File: config.mk
export PLATFORM = sky130hd
export DESIGN_NAME = rau_queue
export DESIGN_NICKNAME = d
export VERILOG_FILES = /design/src/rtl/rau_pkg.sv /design/src/rtl/rau_queue.sv
export SDC_FILE = /design/constraint.sdc
export NUM_CORES = 1
export LEC_CHECK = 0
export BUFFER_PORTS_ARGS = -buffer_cell sky130_fd_sc_hd__clkbuf_2
export CAP_MARGIN = 5
export CORE_MARGIN = 5
export CORE_UTILIZATION = 25
export CTS_BUF_LIST = sky130_fd_sc_hd__clkbuf_8
export CTS_CLUSTER_DIAMETER = 80
export CTS_CLUSTER_SIZE = 12
export DETAILED_ROUTE_END_ITERATION = 10
export PLACE_DENSITY = 0.48
export SLEW_MARGIN = 20
export SYNTH_ARGS = -nofsm -noshare
export SYNTH_HDL_FRONTEND = slang
export SYNTH_SLANG_ARGS = --single-unit
File: constraint.sdc
create_clock -name clk -period 6.55 [get_ports clk]
set_input_delay 0.3275 -clock clk [delete_from_list [all_inputs] [get_ports clk]]
set_output_delay 0.3275 -clock clk [all_outputs]
set_load 0.03 [all_outputs]
File: src/rtl/rau_pkg.sv
// shared constants, codes and item type of the rational arithmetic unit
package rau_pkg;

  localparam int WIDTH = 32;
  localparam int PW = 2 * WIDTH;
  localparam int CW = $clog2(PW + 1);
  localparam int QDEPTH = 2;
  localparam int QAW = $clog2(QDEPTH);

  localparam logic [2:0] MODE_ADD = 3'd0;
  localparam logic [2:0] MODE_SUB = 3'd1;
  localparam logic [2:0] MODE_MUL = 3'd2;
  localparam logic [2:0] MODE_DIV = 3'd3;
  localparam logic [2:0] MODE_CMP = 3'd4;
  localparam logic [2:0] MODE_TRUNC = 3'd5;

  localparam logic [1:0] ST_OK = 2'd0;
  localparam logic [1:0] ST_ZERO_DEN = 2'd1;
  localparam logic [1:0] ST_DIV_ZERO = 2'd2;
  localparam logic [1:0] ST_OVERFLOW = 2'd3;

  // classified item passed from front to back
  typedef struct packed {
    logic             early;
    logic [2:0]       mode;
    logic [1:0]       status;
    logic             an;
    logic             bn;
    logic [WIDTH-1:0] anm;
    logic [WIDTH-1:0] adm;
    logic [WIDTH-1:0] bnm;
    logic [WIDTH-1:0] bdm;
  } rau_item_t;

endpackage

File: src/rtl/rau_queue.sv
// short item queue between front and back
module rau_queue (
  input  logic               clk,
  input  logic               rst,
  input  logic               push,
  input  rau_pkg::rau_item_t wr_item,
  input  logic               pop,
  output logic               full,
  output logic               not_empty,
  output rau_pkg::rau_item_t rd_item
);

  rau_pkg::rau_item_t            slots [rau_pkg::QDEPTH];
  logic [rau_pkg::QAW-1:0]       wptr, rptr;
  logic [rau_pkg::QAW:0]         count;

  assign full = (count == (rau_pkg::QAW+1)'(rau_pkg::QDEPTH));
  assign not_empty = (count != '0);
  assign rd_item = slots[rptr];

  always_ff @(posedge clk) begin
    if (push) begin
      slots[wptr] <= wr_item;
    end
    if (rst) begin
      wptr <= '0;
      rptr <= '0;
      count <= '0;
    end else begin
      if (push) begin
        wptr <= wptr + 1'b1;
      end
      if (pop) begin
        rptr <= rptr + 1'b1;
      end
      if (push && !pop) begin
        count <= count + 1'b1;
      end else if (pop && !push) begin
        count <= count - 1'b1;
      end
    end
  end

endmodule

======== Word-level counts from Yosys, hierarchy flattened ========
Memories as Yosys holds them, arrays and structs flattened. A register that Yosys moved wholly into a read port is not among the register bits.
Index checks and enable logic that the tools add are counted.
operators by class
  equal/unequal tests ..................... 1
  $add $sub $neg .......................... 4
  mux-type cells .......................... 6
  reductions and logical operators ........ 6
operators with widths
  kind                   number
  $mux W1                4
  $mux W2                2
  $reduce_bool A2 Y1     2
  $add A1 B1 Y1 const B  2
  $add A2 B1 Y2 const B  1
  $eq A2 B2 Y1 const B   1
  $logic_and A1 B1 Y1    2
  $logic_not A1 Y1       2
  $sub A2 B1 Y2 const B  1
storage, ports and cells
  input bits .............................. 140
  output and inout port bits .............. 138
  register bits ........................... 4
  RAM bits ................................ 272
  logic and storage cells ................. 21
  memories kept ........................... 1
memory list
  memory  depth  bits a word  read ports  clocked after Yosys merged registers in  wr ports  RTL line         RTL
  slots   2      136          1           1                                        1         rau_queue.sv:13  rau_pkg::rau_item_t slots [rau_pkg::QDEPTH];

======== Longest topological paths before layout ========
  depth in word-level cells ............... 4
  gate-level depth with buffers ........... 5
  mapped depth without buffers ............ 5

======== Worst setup path before layout ========
OpenSTA, ideal clock, no wires.
  kind .................................... register -> register
  start ................................... register wptr
  end ..................................... memory slots[0][0] (netlist bit), enable pin
  path buffers ............................ 0
  path slack .............................. -436 ps
  setup time .............................. 649 ps
  data required time ...................... 5901 ps
  cell stages (with the launch flop) ...... 2
  arrival ................................. 6336 ps
  clock period less this slack ............ 6986 ps
  cells stage by stage .................... dfxtp_1 -> nor2b_1
RTL lines
  element                 RTL line         RTL
  from (decl)             rau_queue.sv:14  logic [rau_pkg::QAW-1:0] wptr, rptr;
  from (signal assigned)  rau_queue.sv:31  wptr <= wptr + 1'b1;
  to (decl)               rau_queue.sv:13
Straight into the memory's write port.

==> impl_metrics.ini <==
[setup_path]
crit_type = flop to output port
rrSetupSlack_ns = 4.27
critPathLaunchType = flop
worstPathMaxFanout = 85
reg2reg_to = slots[0][59]
crit_required_ns = 6.22
r2r-start = wptr
ff2ff_path_depth = 2
worstPathArrival_ns = 2.71
cp-end-kind = output port

[placement]
dp_hpwl_um = 14190
dp_cells = 1237
dpl_cell_area_um2 = 12160
pre_cts_slack_ns = 4.002
port_buffers = 277
gp_congestion = 0.6692

[routing]
viasPerCell = 3.967
drc = 0
ant_nets = 0
vias = 5609
routed_wl_um = 22740
drtIter0Drc = 135
wl_per_cell_um = 16.08
first_pass_iters = 5

[synth]
yosysTopAreaCellShare_pct = 80.31
synth_area_leader_cell = edfxtp_1
netlist_area_um2 = 10170
synthCells = 445
yosys_warnings = 0
synth_fp_nets = 586
synth_seq_cells = 277
synth_area_per_cell_um2 = 22.85
ys_seq_area_share_pct = 81.30
synth_cell_types = 17
synth_area_leaders = edfxtp_1 (80%), mux2_2 (11%), mux2_4 (5.9%)

[min_path]
worst_hold_path.num_cells = 2
min_path_type = input pin to flop
holdPathEnd = slots[1][69]
min_from = wr_item[69]

[sta]
fmaxAchievable_mhz = 328.9
tightest_slew_ns = 0.9202
finalClockSkew_ns = 0.03293
slew_headroom_pct = 38.65
rsz0062_at_grt = no
fin_crit_ns = 3.041
final_hold_viol_count = 0
setup_violations = 0
finalCritPeriodShare_pct = 46.43
finalWorstSetupSlack_ns = 3.509
maxSlewViolCount = 0
finalSetupTns_ns = 0

[global_route]
grt.total_usage_pct = 9.740
grt_max_degree = 86
use_met2_pct = 16.90
antenna_found_initial = 0
grt_pass1_vias = 6235
grt_pass1_wl_um = 34390
grt_overflow = 0
grt.met3_usage_pct = 3.245
grt_use_met1_pct = 11.94
busiest_layer = met2

[clocking]
cts_tree = built
cts.repair.resized = 0
clock-sinks = 277
clock_latency_ns = 0.58
cts_buffers = 27
cts_hold_buf = 139
h-tree-depth = 1
cts_buffer_depth = 3
post_cts_buffers = 0
cts_root_buffer = clkbuf_8
clkTransAtPathRegs_ns = 0.08

[floorplanning]
floorplan.die.height_um = 211.7
coreArea_um2 = 40010
num_rows = 73
dieArea_um2 = 44810
io-pin-count = 278
die_w_um = 211.7
initial_core_util_pct = 25.42

[power_and_ir_drop]
vdd_drop_max_v = 0.0002026
power_uw = 3687
leakagePower_uw = 0.005324
p_per_area_nw_per_um2 = 263.8

[final_layout]
fillers = 3875
design_area_um2 = 13970
drive_above_1_share_pct = 50.73
final_nets = 1021
area_growth_pct = 37.41
n_antenna_cell = 0
fin_cells = 1414

[job]
cap_violations = 0

[status]
status = finished, final reports clean
-- worst max-delay path by stage --
stage,end,cells after the start
final,rd_item[33],3
after global routing,rd_item[125],3
after CTS,rd_item[122],3
after detailed placement,rd_item[122],3
after global placement,rd_item[0],3
after floorplan,slots[0][0],1
-- cells in the final DEF (no fill, tap or decap) --
cell type / instances
dfxtp_1: 4
mux2_4: 40
o21ai_0: 1
nor2b_1: 1
clkinv_2: 1
edfxtp_1: 272
mux2_2: 96
and2_4: 1
dlygate4sd3_1: 139
xor2_1: 2
buf_4: 4
inv_1: 10
a21oi_1: 1
clkbuf_2: 277
xnor2_1: 2
ha_1: 1
clkbuf_8: 27
or3_1: 1
nor2_1: 4
dfxtp_4: 1
buf_12: 1
inv_6: 1
nor2b_4: 1
or2_2: 1
-- worst max-delay path, cell delays in order (launching register included) --
cell      delay, ns
dfxtp_4        0.92
buf_12         0.53
mux2_2         0.41
clkbuf_2       0.19
-- stage by stage --
step	utilization, %	hold WS [ns]
6_report	34.93	0.4664
5_1_grt	34.93	0.4164
4_1_cts	34.93	0.3997
3_5_place_dp	30.41	0.5082
3_3_place_gp	30.41	0.4786
2_1_floorplan	-	0.3966
-- state kept, by name, indices dropped and copies added (netlist names), named ones only --
name   flops
count      2
rptr       1
slots    272
wptr       1
-- Yosys cell counts, drive strengths merged --
| master | n |
|---|---|
| xnor2 | 2 |
| ha | 1 |
| nor2 | 4 |
| a21oi | 1 |
| or2 | 1 |
| and2 | 1 |
| xor2 | 2 |
| nor2b | 2 |
| inv | 1 |
| buf | 15 |
| mux2 | 136 |
| dfxtp | 5 |
| edfxtp | 272 |
| o21ai | 1 |
| or3 | 1 |
-- routing by layer --
layer  part of all wire, %  up-vias  wire length, um
met5                     0        -                0
met1                    41     2786             9371
met4                   1.8        0              412
met2                    50      175            11280
met3                   7.4       25             1673
li1                      -     2623                -
-- final cells by class --
class | instances | area, um^2 | area share, %
Timing Repair Buffer | 421 | 2828 | 20.23
Multi-Input combinational cell | 152 | 1795 | 12.85
Clock inverter | 11 | 47.55 | 0.3402
Clock buffer | 27 | 371.6 | 2.659
Sequential cell | 277 | 8272 | 59.19
Inverter | 1 | 3.754 | 0.02686
Tap cell | 525 | 656.9 | 4.700
-- power by group --
part | internal [uW] | total [uW] | switching [uW]
combinational | 261 | 650 | 388
clock | 378 | 932 | 555
sequential | 2070 | 2100 | 38.0
total | 2710 | 3690 | 981
-- logic make-up after synthesis --
logic type / synth area share [%]
adder cells (fa/ha/maj): 0.1230
buffers and inverters: 1.144
AND/OR/NAND/NOR: 0.4553
AO/OA/AOI/OAI: 0.09833
flip-flops: 81.30
multiplexers: 16.54
XOR/XNOR: 0.3446
Note: power is estimated with default switching activity, not from simulation.
