$ cat src/rtl/rau_pkg.sv
// shared constants, codes and item type of the rational arithmetic unit
package rau_pkg;

  localparam int WIDTH = 32;
  localparam int PW = 2 * WIDTH;
  localparam int CW = $clog2(PW + 1);
  localparam int QDEPTH = 2;
  localparam int QAW = $clog2(QDEPTH);

  localparam logic [2:0] MODE_ADD = 3'd0;
  localparam logic [2:0] MODE_SUB = 3'd1;
  localparam logic [2:0] MODE_MUL = 3'd2;
  localparam logic [2:0] MODE_DIV = 3'd3;
  localparam logic [2:0] MODE_CMP = 3'd4;
  localparam logic [2:0] MODE_TRUNC = 3'd5;

  localparam logic [1:0] ST_OK = 2'd0;
  localparam logic [1:0] ST_ZERO_DEN = 2'd1;
  localparam logic [1:0] ST_DIV_ZERO = 2'd2;
  localparam logic [1:0] ST_OVERFLOW = 2'd3;

  // classified item passed from front to back
  typedef struct packed {
    logic             early;
    logic [2:0]       mode;
    logic [1:0]       status;
    logic             an;
    logic             bn;
    logic [WIDTH-1:0] anm;
    logic [WIDTH-1:0] adm;
    logic [WIDTH-1:0] bnm;
    logic [WIDTH-1:0] bdm;
  } rau_item_t;

endpackage

$ cat src/rtl/rau_if.sv
// item channels of the rational arithmetic unit
interface rau_in_if;
  logic                             valid;
  logic                             ready;
  logic [2:0]                       mode;
  logic signed [rau_pkg::WIDTH-1:0] a_num;
  logic signed [rau_pkg::WIDTH-1:0] a_den;
  logic signed [rau_pkg::WIDTH-1:0] b_num;
  logic signed [rau_pkg::WIDTH-1:0] b_den;
  modport source (output valid, mode, a_num, a_den, b_num, b_den, input ready);
  modport sink (input valid, mode, a_num, a_den, b_num, b_den, output ready);
endinterface


$ cat src/rtl/rau_front.sv
// front end: accepts items, splits signs and magnitudes, flags early results
module rau_front (
  rau_in_if.sink              in_ch,
  input  logic                full,
  output logic                push,
  output rau_pkg::rau_item_t  item
);

  logic [rau_pkg::WIDTH-1:0] anm, adm, bnm, bdm;
  logic                      san, sad, sbn, sbd, bn_raw;

  assign san = in_ch.a_num[rau_pkg::WIDTH-1];
  assign sad = in_ch.a_den[rau_pkg::WIDTH-1];
  assign sbn = in_ch.b_num[rau_pkg::WIDTH-1];
  assign sbd = in_ch.b_den[rau_pkg::WIDTH-1];
  assign anm = san ? -in_ch.a_num : in_ch.a_num;
  assign adm = sad ? -in_ch.a_den : in_ch.a_den;
  assign bnm = sbn ? -in_ch.b_num : in_ch.b_num;
  assign bdm = sbd ? -in_ch.b_den : in_ch.b_den;
  assign bn_raw = (sbn != sbd) && (bnm != '0);

  assign in_ch.ready = !full;
  assign push = in_ch.valid && !full;

  always_comb begin
    item.mode = in_ch.mode;
    item.anm = anm;
    item.adm = adm;
    item.bnm = bnm;
    item.bdm = bdm;
    item.an = (san != sad) && (anm != '0);
    item.bn = (in_ch.mode == rau_pkg::MODE_SUB) ? (!bn_raw && bnm != '0) : bn_raw;
    item.early = 1'b0;
    item.status = rau_pkg::ST_OK;
    if (in_ch.mode > rau_pkg::MODE_TRUNC) begin
      item.early = 1'b1;
    end else if (adm == '0 || (in_ch.mode != rau_pkg::MODE_TRUNC && bdm == '0)) begin
      item.early = 1'b1;
      item.status = rau_pkg::ST_ZERO_DEN;
    end else if (in_ch.mode == rau_pkg::MODE_DIV && bnm == '0) begin
      item.early = 1'b1;
      item.status = rau_pkg::ST_DIV_ZERO;
    end
  end

endmodule

$ cat src/flat_wrapper.sv
// flat-port wrapper written by rule: the top's interface ports become plain ports
module rau_front_flat 
  (full, push, item, in_ch_valid, in_ch_mode, in_ch_a_num, in_ch_a_den, in_ch_b_num, in_ch_b_den, in_ch_ready);
  rau_in_if in_ch_i ();
  input  logic full;
  output logic push;
  output rau_pkg::rau_item_t item;
  input wire logic [$bits(in_ch_i.valid)-1:0] in_ch_valid;
  input wire logic [$bits(in_ch_i.mode)-1:0] in_ch_mode;
  input wire logic [$bits(in_ch_i.a_num)-1:0] in_ch_a_num;
  input wire logic [$bits(in_ch_i.a_den)-1:0] in_ch_a_den;
  input wire logic [$bits(in_ch_i.b_num)-1:0] in_ch_b_num;
  input wire logic [$bits(in_ch_i.b_den)-1:0] in_ch_b_den;
  output wire logic [$bits(in_ch_i.ready)-1:0] in_ch_ready;
  assign in_ch_i.valid = in_ch_valid;
  assign in_ch_i.mode = in_ch_mode;
  assign in_ch_i.a_num = in_ch_a_num;
  assign in_ch_i.a_den = in_ch_a_den;
  assign in_ch_i.b_num = in_ch_b_num;
  assign in_ch_i.b_den = in_ch_b_den;
  assign in_ch_ready = in_ch_i.ready;
  rau_front u_core (.in_ch(in_ch_i), .full(full), .push(push), .item(item));
endmodule
$ cat config.mk
export PLATFORM = sky130hd
export DESIGN_NAME = rau_front_flat
export DESIGN_NICKNAME = d
export VERILOG_FILES = /design/src/rtl/rau_pkg.sv /design/src/rtl/rau_if.sv /design/src/rtl/rau_front.sv /design/src/flat_wrapper.sv
export SDC_FILE = /design/constraint.sdc
export NUM_CORES = 1
export LEC_CHECK = 0
export BUFFER_PORTS_ARGS = -buffer_cell sky130_fd_sc_hd__buf_2
export CAP_MARGIN = 20
export CORE_MARGIN = 5
export CORE_UTILIZATION = 30
export DETAILED_ROUTE_END_ITERATION = 10
export GPL_ROUTABILITY_DRIVEN = 0
export PLACE_DENSITY = 0.72
export SYNTH_ARGS = -nofsm -noshare
export SYNTH_HDL_FRONTEND = slang
export SYNTH_SLANG_ARGS = --single-unit
$ cat constraint.sdc
create_clock -name vclk -period 4.2
set_clock_uncertainty 0.05 [all_clocks]
set_input_delay 0.84 -clock vclk [all_inputs]
set_output_delay 0.84 -clock vclk [all_outputs]
set_load 0.05 [all_outputs]
# Word level (Yosys, flattened, before mapping)
# Index checks and enable logic that the tools add are counted.
dict set report totals {
  register_bits 0
  out_inout_bits 138
}
dict set report op_classes {
  add_sub_neg 4
  muxes 11
  n_eq_ne 5
  n_reduce_logical 14
  magnitude_cmp 1
}
# cell count
set op_table {}
lappend op_table {{2-to-1 mux 32 bit} 4}
lappend op_table {{negation 32 bit} 4}
lappend op_table {{logical NOT 32 bit} 3}
lappend op_table {{nonzero test 32 bit} 2}
lappend op_table {{logical AND 1 bit} 6}
lappend op_table {{2-to-1 mux 2 bit} 3}
lappend op_table {{2-to-1 mux 1 bit} 4}
lappend op_table {{equality test 3 x 1 -> 1 bit, second input constant} 1}
lappend op_table {{equality test 3 x 2 -> 1 bit, second input constant} 1}
lappend op_table {{greater-than comparator 3 bit, second input constant} 1}
lappend op_table {{inequality test 3 bit, second input constant} 1}
lappend op_table {{logical NOT 1 bit} 2}
lappend op_table {{inequality test 1 bit} 2}
lappend op_table {{logical OR 1 bit} 1}

# Longest topological paths before layout
# Gate-level depths: netlist (run 1).
dict set report depth {
  depth_word 7
  ltp_mapped 11
  depth_no_buf 10
}

# Least setup slack after synthesis (run 1)
# No wires, ideal clock.
dict set report synth_path {
  path_type {input to output}
  startpoint {in in_ch_a_den[11]}
  endpoint {out item[135] (netlist name)}
  path_stages 10
  t_arrival_ps 4505
  path_buffers 2
  t_required_ps 3310
  slack_ps -1195
  cell_sequence {clkbuf_1 -> nor4_1 -> nand3_1 -> buf_2 -> nor4_1 -> a21oi_1 -> nand4b_1 -> nor4_1 -> a32oi_1 -> o21ai_0}
}
# element line_no
set synth_rtl {}
lappend synth_rtl {{start: declaration} flat_wrapper.sv:11} ;# input wire logic [$bits(in_ch_i.a_den)-1:0] in_ch_a_den;
lappend synth_rtl {{end: declaration} flat_wrapper.sv:7} ;# output rau_pkg::rau_item_t item;

==> key figures, run 1 <==
Placed design
  – Placed cell count: 1226
  – Pre-CTS setup slack: -0.469 ns
  – Post-DP Area: 7510 µm²
  – Post-DP HPWL: 16.3 mm
  – Buffers on Ports: around 270

Worst setup path
  – Largest delay share family, worst path: simple AND/OR/NAND/NOR gates
  – Crit path max fanout: 4
  – Max incr delay on CP: between 0.5 and 0.6 ns
  – CP Launch Type: primary input
  – Worst setup EP type: output port
  – Buf/Inv on CP: 3
  – Critical Path RT: ~3.3 ns
  – Data arrival time of the critical path: 3.60 ns
  – Critical path type: in2out
  – Chain of cells forming the critical path: buf_6 -> or4_4 -> or4_4 -> or2_4 -> buf_6 -> o21ai_4 -> xnor2_4 -> or4_4 -> nor4_4 -> a31oi_4 -> buf_6
  – Worst path slowest cell: or4_4

Die
  – I/O pin cnt: between 200 and 300
  – Rows: 42
  – Starting density of the core: 30.7%
  – Core Footprint: 13200 µm²
  – Die height: 126 µm
  – Die Area: between 15000 and 20000 µm²
  – Die X: 126 µm

Global route
  – Initial antenna violation count: 2
  – GRT overflow: 0
  – Largest net degree at the start of global routing: 36
  – Total Routing Usage GR: between 20% and 30%
  – Vias in the first global route: between 6000 and 7000
  – First-pass GRT wire length: 30.2 mm

Finish
  – Sequential cell area: 0 µm²
  – Post-route insts no fill: 1237
  – Area Overhead vs Synth: 99.4%
  – Filler instances: 1176
  – Layout cells sized above 1: 58.0%
  – FFs & Latches: 0
  – Diodes inserted: 0
  – Final Cell Area: 8090 µm²
  – Clock buffers: 0
  – Layout Nets: 1202

Route
  – Pre-Repair DR Iteration Count: 5
  – Total wire length: around 20 mm
  – Avg Vias per Cell: approximately 5.3
  – DRT iter0 DRCs: 396
  – Vias: 6555
  – Post-route ant nets: 0
  – Drt drc: 0
  – WL/cell: 16.0 µm

Pwr
  – Pwr dens: ~160 nW/µm²
  – Pwr Total: 1.28 mW
  – VDD IR max: between 0.0001 and 0.00015 V
  – Leak: 3.67 nW

Timing
  – Setup TNS: -0.445 ns
  – Final Max Slew Viols: 0
  – Final Hold Fails: 0
  – Period utilization: 107%
  – Min cycle time layout: 4.49 ns
  – Setup ws final: -0.295 ns
  – Unrepaired setup endpoints after global routing: true
  – Slew headroom: around 73%
  – Slew @ Worst Pin: 0.402 ns
  – F_max: 222 MHz
  – Final Setup Violations: 4

Min path
  – Worst hold path depth: 3
  – WHS Endpoint: in_ch_ready
  – Worst Hold Launch: full
  – Hold Crit Class: in2out

Run
  – Max-Cap Viols: 0

Logic synthesis
  – Sequential area share after synthesis: 0%
  – YS warnings: 0
  – Area contributors post-synth: xnor2_1 (20%), xor2_1 (5.6%), o31ai_1 (5.5%)
  – Mean post-synth cell area: 6.52 µm²
  – Commonest cells in the netlist: xnor2_1 (92), nor2_1 (44), nand2_1 (42)
  – Top cell type's share of synthesized area: between 15 and 20%
  – Mapped Cells: 623
  – Synth area leader: xnor2_1
  – Count leader, synth: xnor2_1
  – Mapped cell area: 4060 µm²
  – Syn_nets: 762
  – Yosys cell types: 60

Run status
  – Failing checks: negative setup slack
  – Outcome: finished, violations left
==> layer usage <==
metal / vias to the layer above / global-route usage (%) / share of wire [%]
li1: 3215 / - / -
met1: 3037 / 27.0 / 39
met2: 276 / 41.4 / 51
met3: 23 / 3.87 / 8.3
met4: 4 / 1.77 / 1.2
met5: - / 0 / 0.14
==> cells by family after synthesis <==
| logic type | Yosys count | share of synthesized area (%) |
|---|---|---|
| AOI/OAI and AO/OA | 151 | 26.7 |
| xor gates and xnor gates | 118 | 25.5 |
| adders and majority gates | 6 | 1.85 |
| buffers and inverters | 82 | 8.45 |
| muxes | 6 | 1.57 |
| and+or+nand+nor | 260 | 36.0 |
==> power breakdown <==
part	internal [mW]	total, mW	switching (mW)
Clock	0	0	0
Sequential	0	0	0
Combinational	0.431	1.28	0.849
Total	0.431	1.28	0.849
==> stage by stage <==
step / util (%) / hold slack [ns]
2_1_floorplan: - / 1.72
3_3_place_gp: 56.7 / 1.94
3_5_place_dp: 56.7 / 1.94
4_1_cts: 58.6 / 1.94
5_1_grt: 61.1 / 1.95
6_report: 61.1 / 1.94
==> timing repair <==
action	4_1_cts	5_1_grt
gates resized for setup	44	52
pin swaps	15	28
setup buffers	3	8
hold buffers	0	0
cloned	0	0
endpoints found under the setup margin	6	7
==> cell usage in the layout, fill, tap and decap left out, types with 4 or more instances in the layout <==
| master | count |
|---|---|
| a21oi_1 | 15 |
| nor4_1 | 9 |
| xnor2_2 | 25 |
| a41oi_1 | 6 |
| o31ai_4 | 6 |
| nand3_1 | 15 |
| o21ai_0 | 27 |
| xnor2_4 | 4 |
| nand2b_1 | 18 |
| nand4b_1 | 8 |
| nand4_1 | 8 |
| a31oi_1 | 10 |
| or4_4 | 8 |
| ha_1 | 4 |
| inv_1 | 31 |
| nor2_1 | 42 |
| buf_4 | 213 |
| o31ai_2 | 4 |
| xnor2_1 | 63 |
| nor3_1 | 31 |
| nand2_1 | 39 |
| o41ai_1 | 7 |
| nor4_4 | 7 |
| o31ai_1 | 22 |
| buf_2 | 258 |
| or4_1 | 8 |
| o41ai_4 | 4 |
| buf_6 | 13 |
| xor2_1 | 25 |
| or3_1 | 12 |
| o41ai_2 | 6 |
| nor4_2 | 12 |
| or2_2 | 6 |
==> how the worst max path moves through the flow <==
stage,start,endpoint,cells past startpoint
floorplan,in_ch_a_num[12],item[129],9
detailed placement,in_ch_a_num[12],item[129],11
global route,in_ch_a_num[12],item[129],12
CTS,in_ch_a_num[12],item[129],11
global placement,in_ch_a_num[12],item[129],11
finish,in_ch_a_num[12],item[129],11
==> area by class of cell <==
cell class | count | area [µm²] | share of cell area (%)
Inverter | 33 | 124 | 1.53
Multi-Input combinational cell | 541 | 4660 | 57.6
Tap cell | 176 | 220 | 2.72
Timing Repair Buffer | 487 | 3090 | 38.1
(Power assumes the default switching activity.)
==> run 2: changes to the inputs <==
- CORE_UTILIZATION: 30 -> 40
- MAX_ROUTING_LAYER: not set -> met4
- PLACE_DENSITY: 0.72 -> 0.89
==> key figures, run 2 (synthesis results as in run 1) <==
Finish
  – Layout cells sized above 1: 56.5%
  – Post-Route Utilization: 80.6%
  – Sequential cell area: 0 µm²
  – Clock buffers: 0
  – Post-route insts no fill: 1192
  – FFs & Latches: 0
  – Commonest non-fill, non-tap cell in the layout: buf_2
  – Layout Nets: 1199
  – Commonest non-fill, non-tap cells in the layout: buf_2 (259), buf_4 (208), xnor2_1 (62), nor2_1 (42), nand2_1 (40)
  – Area Overhead vs Synth: 94.9%

Global route
  – First-pass GRT wire length: 36.0 mm
  – GR met1 Demand/Resource: 36.4%
  – Total Routing Usage GR: approximately a third
  – Met2 Use GR: between 60% and 70%
  – Vias in the first global route: 7350
  – GRT overflow: 0
  – GR Util met3: 6.00%
  – Gr busiest metal: met2
  – Initial antenna violation count: 1
  – Largest net degree at the start of global routing: 49

Route
  – Vias: about 7300
  – Pre-Repair DR Iteration Count: 6
  – Avg Vias per Cell: 6.16
  – Drt drc: 0
  – DRT iter0 DRCs: 786
  – WL/cell: 19.7 µm
  – Total wire length: 23.5 mm
  – Post-route ant nets: 0

Worst setup path
  – Data arrival time of the critical path: approximately 3.8 ns
  – Critical path type: in2out
  – Critical Path RT: 3.31 ns
  – Crit path max fanout: 3
  – Worst setup EP type: output port
  – CP Launch Type: primary input

Timing
  – Setup ws final: -0.461 ns
  – Final Max Slew Viols: 0
  – Slew headroom: 56.8%
  – Unrepaired setup endpoints after global routing: true
  – Slew @ Worst Pin: ~0.64 ns
  – F_max: 215 MHz
  – Period utilization: 111%
  – Final Setup Violations: 6
  – Min cycle time layout: 4.66 ns
  – Final Hold Fails: 0

Clock network
  – Hold-fix buffers, CTS: 0

Placed design
  – Placed cell count: 1186
  – Post-DP HPWL: about 18 mm
  – Buffers on Ports: roughly 270

Die
  – Die Area: 12300 µm²
  – I/O pin cnt: 271
  – Core Footprint: 9820 µm²
  – Die X: 111 µm
  – Die height: 111 µm
  – Starting density of the core: 41.3%
  – Rows: 36

Run status
  – Outcome: finished, violations left
  – Failing checks: negative setup slack

Pwr
  – Leak: ~3.6 nW
  – VDD IR max: ~0.00015 V
  – Pwr dens: ~170 nW/µm²

Min path
  – Hold Crit Class: in2out

Run
  – Max-Cap Viols: 0
run 2: through the flow:
stage / total power, mW / hold WS, ns / setup slack, ns / TNS, ns / cell area (µm²)
5_1_grt: 1.36 / 1.95 / -0.520 / -1.79 / 7910
3_3_place_gp: 1.22 / 1.93 / -0.474 / -1.63 / 7490
4_1_cts: 1.27 / 1.93 / -0.437 / -0.995 / 7810
3_5_place_dp: 1.24 / 1.93 / -0.531 / -2.41 / 7490
6_report: 1.31 / 1.94 / -0.461 / -1.47 / 7910
2_1_floorplan: 0.785 / 1.72 / -0.259 / -0.737 / 4600
run 2: final timing paths:
| path | startpoint | to | slack, ns | cells past startpoint |
|---|---|---|---|---|
| min | full | in_ch_ready | 1.94 | 3 |
| max | in_ch_a_num[11] | item[129] | -0.46 | 12 |
run 2: power breakdown:
| part | switching, mW | total, mW | internal, mW | leakage, nW |
|---|---|---|---|---|
| logic | 0.878 | 1.31 | 0.431 | 3.62 |
| clock network | 0 | 0.0000000320 | 0.0000000320 | 0.00000634 |
| registers | 0 | 0 | 0 | 0 |
| total | 0.878 | 1.31 | 0.431 | 3.62 |
run 2: timing repair:
action | in CTS | in global routing
endpoints found under the setup margin | 7 | 7
setup buffers | 4 | 1
gates resized for setup | 59 | 17
pin swaps | 17 | 6
run 2: cell type report:
type,count,area [µm²]
well taps,133,166
repair buffers,484,3070
diodes,1,2.50
fillers,583,1910
multi-input cells,541,4540
inverters,33,129
run 2: layer usage:
metal	vias to the layer above	wire length [µm]
li1	3212	-
met1	3348	7890
met2	605	11900
met3	172	2290
met4	0	1440
met5	-	0
run 2: worst max-delay path: stages:
cell and delay (ns):
buf_6 0.09, or4_4 0.57, or4_4 0.43, or2_4 0.27, buf_6 0.13, buf_6 0.11
mux2i_1 0.10, o211a_1 0.24, or3_4 0.35, nor4_4 0.34, a31oi_4 0.12, buf_6 0.18
==> run 3: changes to the inputs <==
- CAP_MARGIN: 20 -> not set
- CORE_AREA: not set -> 2 2 104 106
- CORE_MARGIN: 5 -> not set
- CORE_UTILIZATION: 40 -> not set
- DIE_AREA: not set -> 0 0 106 108
- PLACE_DENSITY: 0.89 -> 0.88
- clock period: 4.2 -> 3.8 ns (I/O delays scaled with it)
==> key figures, run 3 (synthesis results as in run 1) <==
Timing
  – Setup ws final: -0.590 ns
  – Min cycle time layout: 4.39 ns
  – Final Hold Fails: 0
  – Unrepaired setup endpoints after global routing: true
  – Slew @ Worst Pin: slightly above 0.5 ns
  – F_max: 228 MHz
  – Setup TNS: -3.16 ns
  – Period utilization: 116%
  – Final Setup Violations: 8
  – Slew headroom: about 66%
  – Final Max Slew Viols: 0

Pwr
  – Pwr dens: ~180 nW/µm²
  – Pwr Total: 1.58 mW
  – Switching Share: 65.5%
  – Flop pwr share: 0%
  – Pint: 0.545 mW
  – VDD IR max: roughly 0.00018 V
  – Leak: 4.05 nW
  – Logic pwr share: 100.0%
  – Clock power share: 0%
  – Psw: 1.04 mW

Run status
  – Failing checks: negative setup slack
  – Outcome: finished, violations left

Global route
  – Largest net degree at the start of global routing: 32
  – Vias in the first global route: 7533
  – GRT overflow: 0
  – First-pass GRT wire length: between 30 and 40 mm
  – Total Routing Usage GR: a little over two fifths
  – Initial antenna violation count: 1

Worst setup path
  – Data arrival time of the critical path: 3.58 ns
  – Worst setup EP type: output port
  – Crit path max fanout: 4
  – Critical path type: in2out
  – CP Launch Type: primary input
  – Critical Path RT: 2.99 ns

Route
  – Total wire length: 26.6 mm
  – Vias: slightly below 8000
  – Avg Vias per Cell: 6.30
  – WL/cell: 21.2 µm
  – Drt drc: 0
  – DRT iter0 DRCs: 1085
  – Post-route ant nets: 0
  – Pre-Repair DR Iteration Count: 6

Finish
  – FFs & Latches: 0
  – Post-route insts no fill: 1256
  – Commonest non-fill, non-tap cells in the layout: buf_4 (267), buf_2 (254), xnor2_1 (57), nor2_1 (41), nand2_1 (40)
  – Layout cells sized above 1: 61.7%
  – Multi-input combinational cell area: between 4000 and 5000 µm²
  – Filler instances: around 480
  – Sequential cell area: 0 µm²
  – Clock buffers: 0
  – Area Overhead vs Synth: 117%
  – Layout Nets: 1259
  – Commonest non-fill, non-tap cell in the layout: buf_4
  – Post-Route Utilization: 86.2%

Placed design
  – Placed cell count: 1237
  – Post-DP HPWL: 17.9 mm
  – Buffers on Ports: 271
  – Pre-CTS setup slack: -0.678 ns

Die
  – I/O pin cnt: 271
  – Die height: 108 µm
  – Starting density of the core: 39.7%
  – Die X: 106 µm
  – Rows: 37
  – Core Footprint: 10200 µm²
  – Die Area: ~11000 µm²

Run
  – Max-Cap Viols: 0

Clock network
  – Hold-fix buffers, CTS: 0

Min path
  – Hold Crit Class: in2out
==> run 3: changes by cell type in the layout (fill, tap and decap cells not counted), moves of 5 or more <==
cell     before  now
o41ai_4       1    6
buf_2       259  254
nor4_4        7   13
buf_4       208  267
xnor2_4       5   11
o31ai_1      24   19
xnor2_1      62   57
==> run 3: per-stage QoR <==
| stage | hold WS [ns] | cell area, µm² |
|---|---|---|
| floorplan | 1.56 | 4990 |
| global placement | 1.77 | 8190 |
| detailed placement | 1.78 | 8190 |
| CTS | 1.78 | 8600 |
| global route | 1.79 | 8820 |
| finish | 1.79 | 8820 |
==> run 3: final cells by class <==
| cell class | instances | area share [%] |
|---|---|---|
| antenna | 2 | 0.0567 |
| timing repair buffer | 544 | 40.4 |
| multi-input combinational | 541 | 56.0 |
| tap | 136 | 1.93 |
| inverter | 33 | 1.60 |
==> run 3: final timing paths <==
path	endpoint	cells after the start	start	slack (ns)
setup / recovery	item[131]	10	in_ch_b_den[3]	-0.59
hold / removal	item[132]	2	in_ch_mode[0]	1.79
==> run 3: layer usage <==
layer  global-route usage, %  vias up  part of all wire [%]
met4                    22.8        0                   8.0
li1                        -     3340                     -
met1                    43.8     3626                    33
met5                       -        -                     0
met3                    11.6      260                    11
met2                    75.0      685                    48
==> run 3: worst max-delay path: stages <==
cell	delay (ns)
buf_2	0.12
or4_4	0.58
buf_4	0.19
or4_4	0.46
mux2_2	0.33
a32oi_2	0.28
nor4b_4	0.10
a32oi_4	0.34
and3_4	0.27
buf_8	0.14
==> run 3: power by group through the flow <==
stage | clock network [mW] | logic [mW] | registers (mW)
after detailed placement | 0 | 1.45 | 0
after floorplan | 0 | 0.902 | 0
after CTS | 0 | 1.49 | 0
after global placement | 0 | 1.41 | 0
after global routing | 0.0000000353 | 1.63 | 0
final | 0.0000000706 | 1.58 | 0
==> run 3: what timing repair did <==
action / CTS / global route
setup buffers: 11 / 6
gates resized for setup: 70 / 39
gates cloned: 0 / 0
setup endpoints to repair: 9 / 13
pin swaps: 32 / 21
